<file path="config.mk">
export PLATFORM = sky130hd
export DESIGN_NAME = importance_evicting_fifo_core
export DESIGN_NICKNAME = d
export VERILOG_FILES = /design/src/rtl/core/ief_pkg.sv /design/src/rtl/core/ief_ram.sv /design/src/rtl/core/ief_ctrl.sv /design/src/rtl/core/ief_dpath.sv /design/src/rtl/core/importance_evicting_fifo_core.sv
export SDC_FILE = /design/constraint.sdc
export NUM_CORES = 1
export LEC_CHECK = 0
export ABC_AREA = 1
export BUFFER_PORTS_ARGS = -buffer_cell sky130_fd_sc_hd__buf_2
export CAP_MARGIN = 0
export CORE_ASPECT_RATIO = 0.9
export CORE_MARGIN = 2
export CORE_UTILIZATION = 45
export CTS_CLUSTER_SIZE = 12
export DETAILED_ROUTE_END_ITERATION = 7
export PLACE_DENSITY = 0.67
export REMOVE_ABC_BUFFERS = 1
export SYNTH_ARGS = -nofsm -noshare
export SYNTH_HDL_FRONTEND = slang
export SYNTH_SLANG_ARGS = --single-unit
export TNS_END_PERCENT = 10
</file>
<file path="constraint.sdc">
create_clock -name clk -period 3.4 [get_ports clk]
set_input_delay 0.34 -clock clk [delete_from_list [all_inputs] [get_ports clk]]
set_output_delay 0.34 -clock clk [all_outputs]
set_load 0.02 [all_outputs]
</file>
<file path="src/rtl/core/ief_pkg.sv">
// ----------------------------------------------------------------------------
// ief_pkg
// Types, constants and helpers shared by the importance-evicting FIFO core.
// ----------------------------------------------------------------------------
`default_nettype none

package ief_pkg;

    localparam int QUEUE_DEPTH = 16;
    localparam int IDX_W       = $clog2(QUEUE_DEPTH);
    localparam int CNT_W       = $clog2(QUEUE_DEPTH + 1);
    localparam int PAYLOAD_W   = 32;
    localparam int IMP_W       = 8;

    localparam logic CMD_ENQUEUE = 1'b0;
    localparam logic CMD_DEQUEUE = 1'b1;

    typedef struct packed {
        logic                 command;
        logic [PAYLOAD_W-1:0] payload_in;
        logic                 spoken_in;
        logic [IMP_W-1:0]     importance_in;
    } in_item_t;

    typedef struct packed {
        logic                 accepted;
        logic                 evicted;
        logic [PAYLOAD_W-1:0] payload_out;
        logic                 spoken_out;
        logic [IMP_W-1:0]     importance_out;
        logic [CNT_W-1:0]     queue_length;
    } out_item_t;

    typedef struct packed {
        logic [PAYLOAD_W-1:0] payload;
        logic                 spoken;
        logic [IMP_W-1:0]     importance;
    } entry_t;

    localparam int ENTRY_W = $bits(entry_t);

    typedef enum logic [2:0] {
        S_IDLE,
        S_EXEC,
        S_DEQ,
        S_SCAN,
        S_DECIDE,
        S_SHIFT,
        S_APPEND,
        S_RESP
    } state_t;

    typedef struct packed {
        logic take_req;
        logic rd_head;
        logic deq_done;
        logic res_empty;
        logic append;
        logic append_evict;
        logic scan_init;
        logic scan_step;
        logic evict_head;
        logic shift_init;
        logic shift_step;
        logic shift_finish;
        logic load_out;
    } cmd_t;

    typedef struct packed {
        logic is_deq;
        logic empty;
        logic full;
        logic scan_done;
        logic drop;
        logic min_is_head;
        logic shift_done;
        logic out_free;
    } sts_t;

    function automatic logic [IDX_W-1:0] next_slot(input logic [IDX_W-1:0] i);
        return (i == IDX_W'(QUEUE_DEPTH - 1)) ? '0 : i + 1'b1;
    endfunction

    function automatic logic [IDX_W-1:0] prev_slot(input logic [IDX_W-1:0] i);
        return (i == '0) ? IDX_W'(QUEUE_DEPTH - 1) : i - 1'b1;
    endfunction

endpackage

`default_nettype wire

</file>
<file path="src/rtl/core/ief_ram.sv">
// ----------------------------------------------------------------------------
// ief_ram
// Generic single-write, single-read RAM with registered read data.
// ----------------------------------------------------------------------------
`default_nettype none

module ief_ram #(
    parameter int WIDTH = 8,
    parameter int DEPTH = 16
) (
    input  wire logic                     clk,
    input  wire logic                     we,
    input  wire logic [$clog2(DEPTH)-1:0] waddr,
    input  wire logic [WIDTH-1:0]         wdata,
    input  wire logic [$clog2(DEPTH)-1:0] raddr,
    output logic      [WIDTH-1:0]         rdata
);

    logic [WIDTH-1:0] mem [DEPTH];

    always_ff @(posedge clk)
    begin
        if (we)
        begin
            mem[waddr] <= wdata;
        end
        rdata <= mem[raddr];
    end

endmodule

`default_nettype wire

</file>
<file path="src/rtl/core/ief_ctrl.sv">
// ----------------------------------------------------------------------------
// ief_ctrl
// Sequencer for enqueue, dequeue, full-queue scan, eviction and shift.
// ----------------------------------------------------------------------------
`default_nettype none

module ief_ctrl (
    input  wire logic          clk,
    input  wire logic          rst_n,
    input  wire logic          req_valid,
    output logic               req_stall,
    input  wire ief_pkg::sts_t sts,
    output ief_pkg::cmd_t      cmd
);

    ief_pkg::state_t state_reg;
    ief_pkg::state_t state_next;

    always_ff @(posedge clk or negedge rst_n)
    begin
        if (!rst_n)
        begin
            state_reg <= ief_pkg::S_IDLE;
        end
        else
        begin
            state_reg <= state_next;
        end
    end

    always_comb
    begin
        state_next = state_reg;
        unique case (state_reg)
            ief_pkg::S_IDLE:
            begin
                if (req_valid)
                begin
                    state_next = ief_pkg::S_EXEC;
                end
            end
            ief_pkg::S_EXEC:
            begin
                priority if (sts.is_deq && sts.empty)
                begin
                    state_next = ief_pkg::S_RESP;
                end
                else if (sts.is_deq)
                begin
                    state_next = ief_pkg::S_DEQ;
                end
                else if (sts.full)
                begin
                    state_next = ief_pkg::S_SCAN;
                end
                else
                begin
                    state_next = ief_pkg::S_RESP;
                end
            end
            ief_pkg::S_DEQ:
            begin
                state_next = ief_pkg::S_RESP;
            end
            ief_pkg::S_SCAN:
            begin
                if (sts.scan_done)
                begin
                    state_next = ief_pkg::S_DECIDE;
                end
            end
            ief_pkg::S_DECIDE:
            begin
                priority if (sts.drop)
                begin
                    state_next = ief_pkg::S_RESP;
                end
                else if (sts.min_is_head)
                begin
                    state_next = ief_pkg::S_APPEND;
                end
                else
                begin
                    state_next = ief_pkg::S_SHIFT;
                end
            end
            ief_pkg::S_SHIFT:
            begin
                if (sts.shift_done)
                begin
                    state_next = ief_pkg::S_APPEND;
                end
            end
            ief_pkg::S_APPEND:
            begin
                state_next = ief_pkg::S_RESP;
            end
            ief_pkg::S_RESP:
            begin
                if (sts.out_free)
                begin
                    state_next = ief_pkg::S_IDLE;
                end
            end
            default:
            begin
                state_next = ief_pkg::S_IDLE;
            end
        endcase
    end

    always_comb
    begin
        cmd       = '0;
        req_stall = 1'b1;
        unique case (state_reg)
            ief_pkg::S_IDLE:
            begin
                req_stall    = 1'b0;
                cmd.take_req = req_valid;
            end
            ief_pkg::S_EXEC:
            begin
                priority if (sts.is_deq && sts.empty)
                begin
                    cmd.res_empty = 1'b1;
                end
                else if (sts.is_deq)
                begin
                    cmd.rd_head = 1'b1;
                end
                else if (sts.full)
                begin
                    cmd.scan_init = 1'b1;
                end
                else
                begin
                    cmd.append = 1'b1;
                end
            end
            ief_pkg::S_DEQ:
            begin
                cmd.deq_done = 1'b1;
            end
            ief_pkg::S_SCAN:
            begin
                cmd.scan_step = 1'b1;
            end
            ief_pkg::S_DECIDE:
            begin
                priority if (sts.drop)
                begin
                    cmd.res_empty = 1'b1;
                end
                else if (sts.min_is_head)
                begin
                    cmd.evict_head = 1'b1;
                end
                else
                begin
                    cmd.shift_init = 1'b1;
                end
            end
            ief_pkg::S_SHIFT:
            begin
                cmd.shift_step   = 1'b1;
                cmd.shift_finish = sts.shift_done;
            end
            ief_pkg::S_APPEND:
            begin
                cmd.append       = 1'b1;
                cmd.append_evict = 1'b1;
            end
            ief_pkg::S_RESP:
            begin
                cmd.load_out = sts.out_free;
            end
            default:
            begin
                cmd = '0;
            end
        endcase
    end

    a_scan_exit: assert property (@(posedge clk) disable iff (!rst_n)
        state_reg == ief_pkg::S_SCAN |=>
            state_reg == ief_pkg::S_SCAN || state_reg == ief_pkg::S_DECIDE)
        else $error("scan left to an unexpected state");

    a_shift_not_head: assert property (@(posedge clk) disable iff (!rst_n)
        state_reg == ief_pkg::S_SHIFT |-> !sts.min_is_head)
        else $error("shift entered with minimum at head");

    a_take_idle: assert property (@(posedge clk) disable iff (!rst_n)
        cmd.take_req |=> state_reg == ief_pkg::S_EXEC)
        else $error("request taken without execute");

endmodule

`default_nettype wire

</file>
<file path="src/rtl/core/ief_dpath.sv">
// ----------------------------------------------------------------------------
// ief_dpath
// Ring pointers, entry RAM, minimum scan, shift-down and result registers.
// ----------------------------------------------------------------------------
`default_nettype none

module ief_dpath (
    input  wire logic              clk,
    input  wire logic              rst_n,
    input  wire ief_pkg::in_item_t req,
    input  wire logic              rsp_stall,
    output logic                   rsp_valid,
    output ief_pkg::out_item_t     rsp,
    input  wire ief_pkg::cmd_t     cmd,
    output ief_pkg::sts_t          sts
);

    localparam int IDX_W = ief_pkg::IDX_W;
    localparam int CNT_W = ief_pkg::CNT_W;
    localparam int IMP_W = ief_pkg::IMP_W;

    ief_pkg::in_item_t  req_reg;
    ief_pkg::out_item_t res_reg;
    ief_pkg::out_item_t out_reg;
    logic               out_valid_reg;
    logic               out_valid_next;

    logic [IDX_W-1:0] head_reg;
    logic [IDX_W-1:0] head_next;
    logic [IDX_W-1:0] tail_reg;
    logic [IDX_W-1:0] tail_next;
    logic [CNT_W-1:0] count_reg;
    logic [CNT_W-1:0] count_next;

    logic [IDX_W-1:0] scan_addr_reg;
    logic [CNT_W-1:0] iss_cnt_reg;
    logic [CNT_W-1:0] iss_cnt_next;
    logic [CNT_W-1:0] cmp_cnt_reg;
    logic [CNT_W-1:0] cmp_cnt_next;
    logic             rdv_reg;
    logic             rdv_next;
    logic [IDX_W-1:0] rd_idx_d_reg;
    logic [IMP_W-1:0] min_imp_reg;
    logic [IDX_W-1:0] min_idx_reg;

    logic [IDX_W-1:0] cur_reg;
    logic             pend_reg;
    logic             pend_next;
    logic [IDX_W-1:0] pend_addr_reg;

    logic             ram_we;
    logic [IDX_W-1:0] ram_waddr;
    ief_pkg::entry_t  ram_wdata;
    logic [IDX_W-1:0] ram_raddr;
    logic [ief_pkg::ENTRY_W-1:0] ram_rdata;
    ief_pkg::entry_t  rd_entry;

    logic [IDX_W-1:0] last_idx;
    logic             scan_issue;
    logic             cur_at_last;

    assign rd_entry    = ief_pkg::entry_t'(ram_rdata);
    assign last_idx    = ief_pkg::prev_slot(tail_reg);
    assign scan_issue  = cmd.scan_step && (iss_cnt_reg < CNT_W'(ief_pkg::QUEUE_DEPTH));
    assign cur_at_last = (cur_reg == last_idx);

    ief_ram #(
        .WIDTH (ief_pkg::ENTRY_W),
        .DEPTH (ief_pkg::QUEUE_DEPTH)
    ) u_ram (
        .clk   (clk),
        .we    (ram_we),
        .waddr (ram_waddr),
        .wdata (ram_wdata),
        .raddr (ram_raddr),
        .rdata (ram_rdata)
    );

    always_comb
    begin
        ram_we    = 1'b0;
        ram_waddr = tail_reg;
        ram_wdata.payload    = req_reg.payload_in;
        ram_wdata.spoken     = req_reg.spoken_in;
        ram_wdata.importance = req_reg.importance_in;
        if (cmd.append)
        begin
            ram_we = 1'b1;
        end
        else if (cmd.shift_step && pend_reg)
        begin
            ram_we    = 1'b1;
            ram_waddr = pend_addr_reg;
            ram_wdata = rd_entry;
        end
    end

    always_comb
    begin
        ram_raddr = head_reg;
        if (cmd.rd_head)
        begin
            ram_raddr = head_reg;
        end
        else if (cmd.scan_step)
        begin
            ram_raddr = scan_addr_reg;
        end
        else if (cmd.shift_step)
        begin
            ram_raddr = ief_pkg::next_slot(cur_reg);
        end
    end

    always_comb
    begin
        head_next    = head_reg;
        tail_next    = tail_reg;
        count_next   = count_reg;
        iss_cnt_next = iss_cnt_reg;
        cmp_cnt_next = cmp_cnt_reg;
        rdv_next     = rdv_reg;
        pend_next    = pend_reg;
        if (cmd.deq_done)
        begin
            head_next  = ief_pkg::next_slot(head_reg);
            count_next = count_reg - 1'b1;
        end
        if (cmd.evict_head)
        begin
            head_next  = ief_pkg::next_slot(head_reg);
            count_next = count_reg - 1'b1;
        end
        if (cmd.shift_finish)
        begin
            tail_next  = last_idx;
            count_next = count_reg - 1'b1;
        end
        if (cmd.append)
        begin
            tail_next  = ief_pkg::next_slot(tail_reg);
            count_next = count_reg + 1'b1;
        end
        if (cmd.scan_init)
        begin
            iss_cnt_next = '0;
            cmp_cnt_next = '0;
            rdv_next     = 1'b0;
        end
        if (cmd.scan_step)
        begin
            rdv_next = scan_issue;
            if (scan_issue)
            begin
                iss_cnt_next = iss_cnt_reg + 1'b1;
            end
            if (rdv_reg)
            begin
                cmp_cnt_next = cmp_cnt_reg + 1'b1;
            end
        end
        if (cmd.shift_init)
        begin
            pend_next = 1'b0;
        end
        if (cmd.shift_step)
        begin
            pend_next = !cur_at_last;
        end
        out_valid_next = out_valid_reg;
        if (cmd.load_out)
        begin
            out_valid_next = 1'b1;
        end
        else if (!rsp_stall)
        begin
            out_valid_next = 1'b0;
        end
    end

    always_ff @(posedge clk or negedge rst_n)
    begin
        if (!rst_n)
        begin
            head_reg      <= '0;
            tail_reg      <= '0;
            count_reg     <= '0;
            iss_cnt_reg   <= '0;
            cmp_cnt_reg   <= '0;
            rdv_reg       <= 1'b0;
            pend_reg      <= 1'b0;
            out_valid_reg <= 1'b0;
        end
        else
        begin
            head_reg      <= head_next;
            tail_reg      <= tail_next;
            count_reg     <= count_next;
            iss_cnt_reg   <= iss_cnt_next;
            cmp_cnt_reg   <= cmp_cnt_next;
            rdv_reg       <= rdv_next;
            pend_reg      <= pend_next;
            out_valid_reg <= out_valid_next;
        end
    end

    always_ff @(posedge clk)
    begin
        if (cmd.take_req)
        begin
            req_reg <= req;
        end
        if (cmd.scan_init)
        begin
            scan_addr_reg <= head_reg;
        end
        if (scan_issue)
        begin
            scan_addr_reg <= ief_pkg::next_slot(scan_addr_reg);
            rd_idx_d_reg  <= scan_addr_reg;
        end
        if (cmd.scan_step && rdv_reg)
        begin
            if ((cmp_cnt_reg == '0) || (rd_entry.importance < min_imp_reg))
            begin
                min_imp_reg <= rd_entry.importance;
                min_idx_reg <= rd_idx_d_reg;
            end
        end
        if (cmd.shift_init)
        begin
            cur_reg <= min_idx_reg;
        end
        if (cmd.shift_step && !cur_at_last)
        begin
            cur_reg       <= ief_pkg::next_slot(cur_reg);
            pend_addr_reg <= cur_reg;
        end
        if (cmd.res_empty)
        begin
            res_reg <= '0;
        end
        if (cmd.deq_done)
        begin
            res_reg <= '{accepted:       1'b1,
                         evicted:        1'b0,
                         payload_out:    rd_entry.payload,
                         spoken_out:     rd_entry.spoken,
                         importance_out: rd_entry.importance,
                         queue_length:   '0};
        end
        if (cmd.append)
        begin
            res_reg <= '{accepted:       1'b1,
                         evicted:        cmd.append_evict,
                         payload_out:    '0,
                         spoken_out:     1'b0,
                         importance_out: '0,
                         queue_length:   '0};
        end
        if (cmd.load_out)
        begin
            out_reg <= '{accepted:       res_reg.accepted,
                         evicted:        res_reg.evicted,
                         payload_out:    res_reg.payload_out,
                         spoken_out:     res_reg.spoken_out,
                         importance_out: res_reg.importance_out,
                         queue_length:   count_reg};
        end
    end

    always_comb
    begin
        sts.is_deq      = (req_reg.command == ief_pkg::CMD_DEQUEUE);
        sts.empty       = (count_reg == '0);
        sts.full        = (count_reg == CNT_W'(ief_pkg::QUEUE_DEPTH));
        sts.scan_done   = rdv_reg && (cmp_cnt_reg == CNT_W'(ief_pkg::QUEUE_DEPTH - 1));
        sts.drop        = (req_reg.importance_in <= min_imp_reg);
        sts.min_is_head = (min_idx_reg == head_reg);
        sts.shift_done  = cur_at_last && !pend_reg;
        sts.out_free    = !out_valid_reg || !rsp_stall;
    end

    assign rsp_valid = out_valid_reg;
    assign rsp       = out_reg;

    a_count_bound: assert property (@(posedge clk) disable iff (!rst_n)
        count_reg <= CNT_W'(ief_pkg::QUEUE_DEPTH))
        else $error("entry count above depth");

    a_ptr_match: assert property (@(posedge clk) disable iff (!rst_n)
        (head_reg == tail_reg) ==
            ((count_reg == '0) || (count_reg == CNT_W'(ief_pkg::QUEUE_DEPTH))))
        else $error("ring pointers disagree with entry count");

    a_evict_full: assert property (@(posedge clk) disable iff (!rst_n)
        out_valid_reg && out_reg.evicted |->
            out_reg.queue_length == CNT_W'(ief_pkg::QUEUE_DEPTH))
        else $error("eviction reported on a queue that is not full");

endmodule

`default_nettype wire

</file>
<file path="src/rtl/core/importance_evicting_fifo_core.sv">
// ----------------------------------------------------------------------------
// importance_evicting_fifo_core
// Bounded FIFO; when full, evicts its first least-important entry or drops.
//
//   channel | signals                    | direction
//   --------+----------------------------+----------
//   request | req_valid, req_stall, req  | in
//   result  | rsp_valid, rsp_stall, rsp  | out
//
// One request at a time. Enqueue on a full queue runs the minimum scan
// and, unless the request is dropped or the minimum sits at the head,
// the shift-down; each does one RAM read per entry.
// Reset clears pointers and count; entry RAM needs no clearing.
// A stalled result holds in its output register; the next request is
// taken meanwhile and waits for that register before its result loads.
// ----------------------------------------------------------------------------
`default_nettype none

module importance_evicting_fifo_core (
    input  wire logic              clk,
    input  wire logic              rst_n,
    input  wire logic              req_valid,
    output logic                   req_stall,
    input  wire ief_pkg::in_item_t req,
    output logic                   rsp_valid,
    input  wire logic              rsp_stall,
    output ief_pkg::out_item_t     rsp
);

    ief_pkg::cmd_t cmd;
    ief_pkg::sts_t sts;

    ief_ctrl u_ctrl (
        .clk       (clk),
        .rst_n     (rst_n),
        .req_valid (req_valid),
        .req_stall (req_stall),
        .sts       (sts),
        .cmd       (cmd)
    );

    ief_dpath u_dpath (
        .clk       (clk),
        .rst_n     (rst_n),
        .req       (req),
        .rsp_stall (rsp_stall),
        .rsp_valid (rsp_valid),
        .rsp       (rsp),
        .cmd       (cmd),
        .sts       (sts)
    );

endmodule

`default_nettype wire

</file>
* Word-level counts from Yosys, hierarchy flattened
Memory sizes are Yosys's and may differ from the RTL's. A register that Yosys moved wholly into a read port is not among the register bits. Index checks and enable logic that the tools add are counted.
Word-level totals: memory bits (read-only) 0, flip-flop bits (word level) 190, input port bits 46, output and inout bits 50, latch bits 0, memories kept 1, RAM bits 656
Memory list:
- u_dpath.u_ram.mem | words 16, width 41, rd ports 1, clocked after memory_dff 1, write ports 1, RTL line ief_ram.sv:19 | logic [WIDTH-1:0] mem [DEPTH];
Operators by class: add/subtract/negate cells 9, bitwise logic cells 0, divide/modulo/power cells 0, reductions and logical operators 30, shift-type cells 0, $lt $le $gt $ge 3, multipliers 0, multiplexer cells 78, equality and inequality tests 20
Operators by type and width (number):
- 47-bit 2-to-1 mux | 3
- 41-bit 2-to-1 mux | 2
- 4-bit 2-to-1 mux | 18
- 5-bit 2-to-1 mux | 10
- 1-bit 2-to-1 mux | 30
- 3-bit 2-to-1 mux | 8
- 3-bit one-hot mux with 7 select lines | 1
- 4-bit by 1-bit adder with 4-bit output (second input constant) | 4
- 4-bit equality test (second input constant) | 4
- 5-bit by 1-bit adder with 5-bit output (second input constant) | 3
- 2-bit nonzero test | 7
- 3-bit equality test (second input constant) | 4
- 5-bit zero test | 2
- 4-bit equality test | 2
- 8-bit less-or-equal comparator | 1
- 8-bit less-than comparator | 1
- 2-bit 2-to-1 mux | 4
- 1-bit logical AND | 7
- 3-bit by 2-bit equality test with 1-bit output (second input constant) | 2
- 2-bit by 1-bit != test with 1-bit output (second input constant) | 3
- 5-bit by 4-bit equality test with 1-bit output (second input constant) | 1
- 5-bit equality test (second input constant) | 1
- 5-bit less-than comparator (second input constant) | 1
- 5-bit by 1-bit subtractor with 5-bit output (second input constant) | 1
- 13 further kinds | 20

* Depth between registers and ports, before layout
depth in word-level cells 10, depth in mapped cells 15, depth with buffers taken out 14

* By module
Synthesis repeated with hierarchy kept, for this count alone.
Unflattened totals: cell total of the unflattened synthesis 3488, area total of the unflattened synthesis 37273.2 µm²
Modules (own cells, without submodules):
- ief_ram | sequential area each 20519.7 µm², cells an instance 2710, times used 1, area each 29101.7 µm²
- ief_dpath | sequential area each 5064.9 µm², cells an instance 712, times used 1, area each 7778.7 µm²
- ief_ctrl | sequential area each 75.1 µm², cells an instance 66, times used 1, area each 392.9 µm²

* Worst setup path after synthesis
OpenSTA, ideal clock, no wires.
path type flip-flop to flip-flop, start point register u_ctrl.state_reg[2], end point memory u_dpath.u_ram.mem[4][0] in the netlist's numbering, enable pin, required time 2.960 ns, setup time 0.440 ns, cell stages (with the launch flop) 11, clock period less this slack 3.679 ns, arrival 3.239 ns, setup slack -0.279 ns, path through dfrtp_1 -> buf_4 -> nor2_2 -> nand2_1 -> nor2_2 -> nand2_1 -> nand2_2 -> inv_2 -> nand2_1 -> nand3_1 -> nor2_1
On the way: longest elaborated chain between the ends 7, elaborated cells on any way between the ends 12, those cells by class eq/ne (3); mux (8); reduce/logical (1)
Ends and longest elaborated chain:
- start, declared | RTL line ief_ctrl.sv:16 | ief_pkg::state_t state_reg;
- start signal, assigned | RTL line ief_ctrl.sv:23 | state_reg <= ief_pkg::S_IDLE;
- start signal, assigned | RTL line ief_ctrl.sv:27 | state_reg <= state_next;
- 3-bit equality test | RTL line ief_ctrl.sv:116 | unique case (state_reg)
- 2-bit 2-to-1 mux | RTL line ief_ctrl.sv:116
- 1-bit logical AND | RTL line ief_dpath.sv:90 | else if (cmd.shift_step && pend_reg)
- 1-bit 2-to-1 mux | RTL line ief_dpath.sv:90
- 1-bit 2-to-1 mux | RTL line ief_dpath.sv:86 | if (cmd.append)
- 1-bit 2-to-1 mux | RTL line ief_ram.sv:23 | if (we)
- 1-bit 2-to-1 mux (not written as such) | RTL line ief_ram.sv:25 | mem[waddr] <= wdata;
- end, declared | RTL line ief_ram.sv:19
Several ways; a longest one is shown, not always the timed one.

==> results.cfg <==
[global_routing]
globalRoute.totalOverflow = 0
grt_first_pass_wirelength_um = 150000
met3_capacity_usage_during_global_routing_pct = 3.42
grt_busiest_layer = met2
antenna_found_initial = 0
met1_track_demand_over_resource_pct = 29.5
aggregate_global_route_resource_usage_pct = 22.1
grt_max_degree = 165
grtUsageMet2_pct = 36.7
grt_pass1_vias = 25800

[sta]
final.period_utilization_pct = 87.7
max_freq_mhz = 335
final-hold-violation-count = 0
timing.slew.headroom_pct = 36.2
setup_viol_count_final = 0
layout_min_cycle_time_ns = 2.98
final_max_slew_viol_count = 0
max_slew.worst_pin.slew_ns = 0.956
grt_setup_unrepaired = false
clock-skew-final_ns = 0.0456

[drt]
drt-vias-per-instance = 5.38
dr_iter_0_viols = 2987
drt-wirelength-per-cell_um = 19.7
antenna_violating_nets_post_route = 0
finalWirelength_um = 98400
post-route-drc-count = 0
first_pass_iters = 8
num_vias = 26900

[logic_synthesis]
postSynthAreaPerCell_um2 = 10.4
synth_seq_area_share_pct = 66.3
flops_latches_synth = 887
synth_area_um2 = 38700
synthCells = 3712
post-synth-top-area-cell = edfxtp_1
synth_top_area_share_pct = 60.1
synth_top_cells_by_area = edfxtp_1, nand3_1, inv_1
synthesis.yosys.warnings = 0
synth_cell_types = 36

[worst_setup_path]
worst_setup_end_kind = flop
path_cells = nand2_2, nor2_4, nand2_2, buf_4, inv_2, buf_4, nand2_1, nand2_1
critical_path_required_ns = 3.75
worstSetupStartpointType = flop
reg2reg_setup_slack_ns = 0.42
timing.critical_path.max_delay_family = simple AND/OR/NAND/NOR gates
category_of_the_critical_setup_timing_path = reg2reg
largest_stage_delay_worst_path_ns = 0.59
rr_startpoint = u_ctrl.state_reg[2]
timing.rr.end = u_dpath.u_ram.mem[9][6]
crit_slowest_cell = dfrtp_1
critPathMaxFanout = 31
ff2ff_path_depth = 8
arrival_worst_endpoint_ns = 3.33
bufs_and_invs_on_worst_path = 3

[place]
place.detailed.instances = 4787
gp_routability_congestion = 0.804
io_buffer_count = 95
place_hpwl_um = 51300

[floorplanning]
floorplan.initialDensity_pct = 45.2
die_area_um2 = 88400
die_y_um = 282
die_width_um = 313
boundaryPins = 96
core_um2 = 85600
placementRows = 102

[flow_run]
number_of_max_capacitance_violations_reported = 0

[cells_and_area]
final.fill_count = 7379
layout_cells_excl_fill = 5002
antennaDiodeCount = 0
flow.area_growth_from_synthesis_pct = 13.4
drive_gt1_share_pct = 8.79
largest_register_ffs = 656
final_net_count = 3855
layout.core_utilization_pct = 51.3

[worst_hold_path]
min_from = req_valid
worstHoldEndpoint = u_dpath.req_reg[9]
min-delay-path-class = in2reg
hold_depth = 3

[clock_tree]
clkTransAtPathRegs_ns = 0.06
clock-sinks = 887
cts_resized = 0
clkLatencyLatePin_ns = 0.67
numCtsBuffers = 92
ctsRootBufferMaster = clkbuf_16
cts_max_path_buffers = 3
post-cts-setup-buffer-count = 0
tritoncts = done
cts.htree.levels = 3

[status]
run_status = finished, final reports clean

[power_and_ir_drop]
vdd_drop_max_v = 0.00132
power_density_nw_per_um2 = 975
leakage_nw = 18.4
==> report_power, final <==
group	switching, mW	internal (mW)
clock	4.13	5.58
sequential	0.840	14.6
combinational	12.6	5.10
total	17.6	25.2
==> layer usage <==
layer	vias up	part of all wire, %
met4	0	3.1
met2	1091	48
li1	12700	-
met3	165	7.1
met1	12900	42
met5	-	0
==> synthesized netlist by cell type <==
cell type and instances:
a21o_1 2, a21oi_1 54, a31oi_1 1, a32o_1 1, and3_1 1, buf_1 12, buf_2 155, buf_4 6
clkbuf_1 64, clkbuf_2 1, clkinv_1 1, dfrtp_1 29, dfxtp_1 83, edfxtp_1 775, fa_1 1, ha_1 27
inv_1 728, inv_2 7, nand2_1 656, nand2_2 4, nand2_4 1, nand3_1 609, nand3_2 4, nand4_1 379
nor2_1 49, nor2_2 4, nor2_4 2, nor3_1 3, o21a_1 1, o21ai_0 30, o21ai_1 4, o22ai_1 4
o31ai_1 2, or2_2 1, xnor2_1 2, xor2_1 9
==> what timing repair did <==
action	CTS	global route
hold buffers	44	0
endpoints found under the hold margin	72	0
setup endpoints to repair	0	0
==> logic make-up (layout without fill, tap and decap cells) <==
| family | after synthesis | in the layout | synth area share, % |
|---|---|---|---|
| AO/OA/AOI/OAI | 99 | 99 | 1.34 |
| XOR/XNOR | 11 | 11 | 0.249 |
| flip-flops | 887 | 887 | 66.3 |
| adder cells (fa/ha/maj) | 28 | 28 | 0.924 |
| AND/OR/NAND/NOR | 1713 | 1713 | 21.2 |
| buffers and inverters | 974 | 1120 | 10.0 |
==> worst max-delay path by stage <==
stage | from | endpoint | cells after the start
after global routing | u_ctrl.state_reg[2] | u_dpath.u_ram.mem[4][4] | 8
after detailed placement | u_ctrl.state_reg[2] | u_dpath.u_ram.mem[12][4] | 8
after CTS | u_ctrl.state_reg[2] | u_dpath.u_ram.mem[15][4] | 8
final | u_ctrl.state_reg[2] | u_dpath.u_ram.mem[9][6] | 8
after floorplan | u_ctrl.state_reg[2] | u_dpath.u_ram.rdata[0] | 9
after global placement | u_ctrl.state_reg[2] | u_dpath.u_ram.mem[8][37] | 8
==> per-stage QoR <==
| step | TNS [ns] | total power [mW] | hold WS [ns] | worst slack, ns | instance area, um^2 |
|---|---|---|---|---|---|
| 2_1_floorplan | -878.12 | 25.1 | 0.0444 | -6.02 | 37600 |
| 3_3_place_gp | 0 | 32.9 | 0.402 | 0.578 | 40600 |
| 3_5_place_dp | 0 | 33.1 | 0.406 | 0.530 | 40600 |
| 4_1_cts | 0 | 42.9 | 0.193 | 0.464 | 43900 |
| 5_1_grt | 0 | 45.3 | 0.239 | 0.268 | 43900 |
| 6_report | 0 | 42.8 | 0.211 | 0.417 | 43900 |
==> final cells by class <==
type                            instances  area, um^2  area share (%)
Inverter                              736        2770            6.31
Tap cell                             1144        1430            3.26
Clock buffer                          150        2700            6.14
Timing Repair Buffer                  213        1750            3.98
Clock inverter                         21         195           0.445
Sequential cell                       887       25700            58.5
Multi-Input combinational cell       1851        9400            21.4
==> cells in the final DEF (no fill, tap or decap), types with 9 or more instances in the layout <==
cell	instances
edfxtp_1	775
inv_1	727
nand2_1	653
nand3_1	607
nand4_1	379
clkbuf_16	96
buf_2	95
dfxtp_1	83
a21oi_1	54
buf_4	52
clkbuf_1	45
dlygate4sd3_1	44
nor2_1	31
o21ai_0	30
dfrtp_1	29
ha_1	27
buf_12	22
nor2_4	21
xor2_1	9
clkinv_2	9
clkbuf_8	9
==> worst register-to-register path, cell delays in order (launching register included) <==
cell	delay (ns)
dfrtp_1	0.59
nand2_2	0.15
nor2_4	0.24
nand2_2	0.18
buf_4	0.32
inv_2	0.11
buf_4	0.49
nand2_1	0.13
nand2_1	0.47
Power figures use the tool's default switching activity.
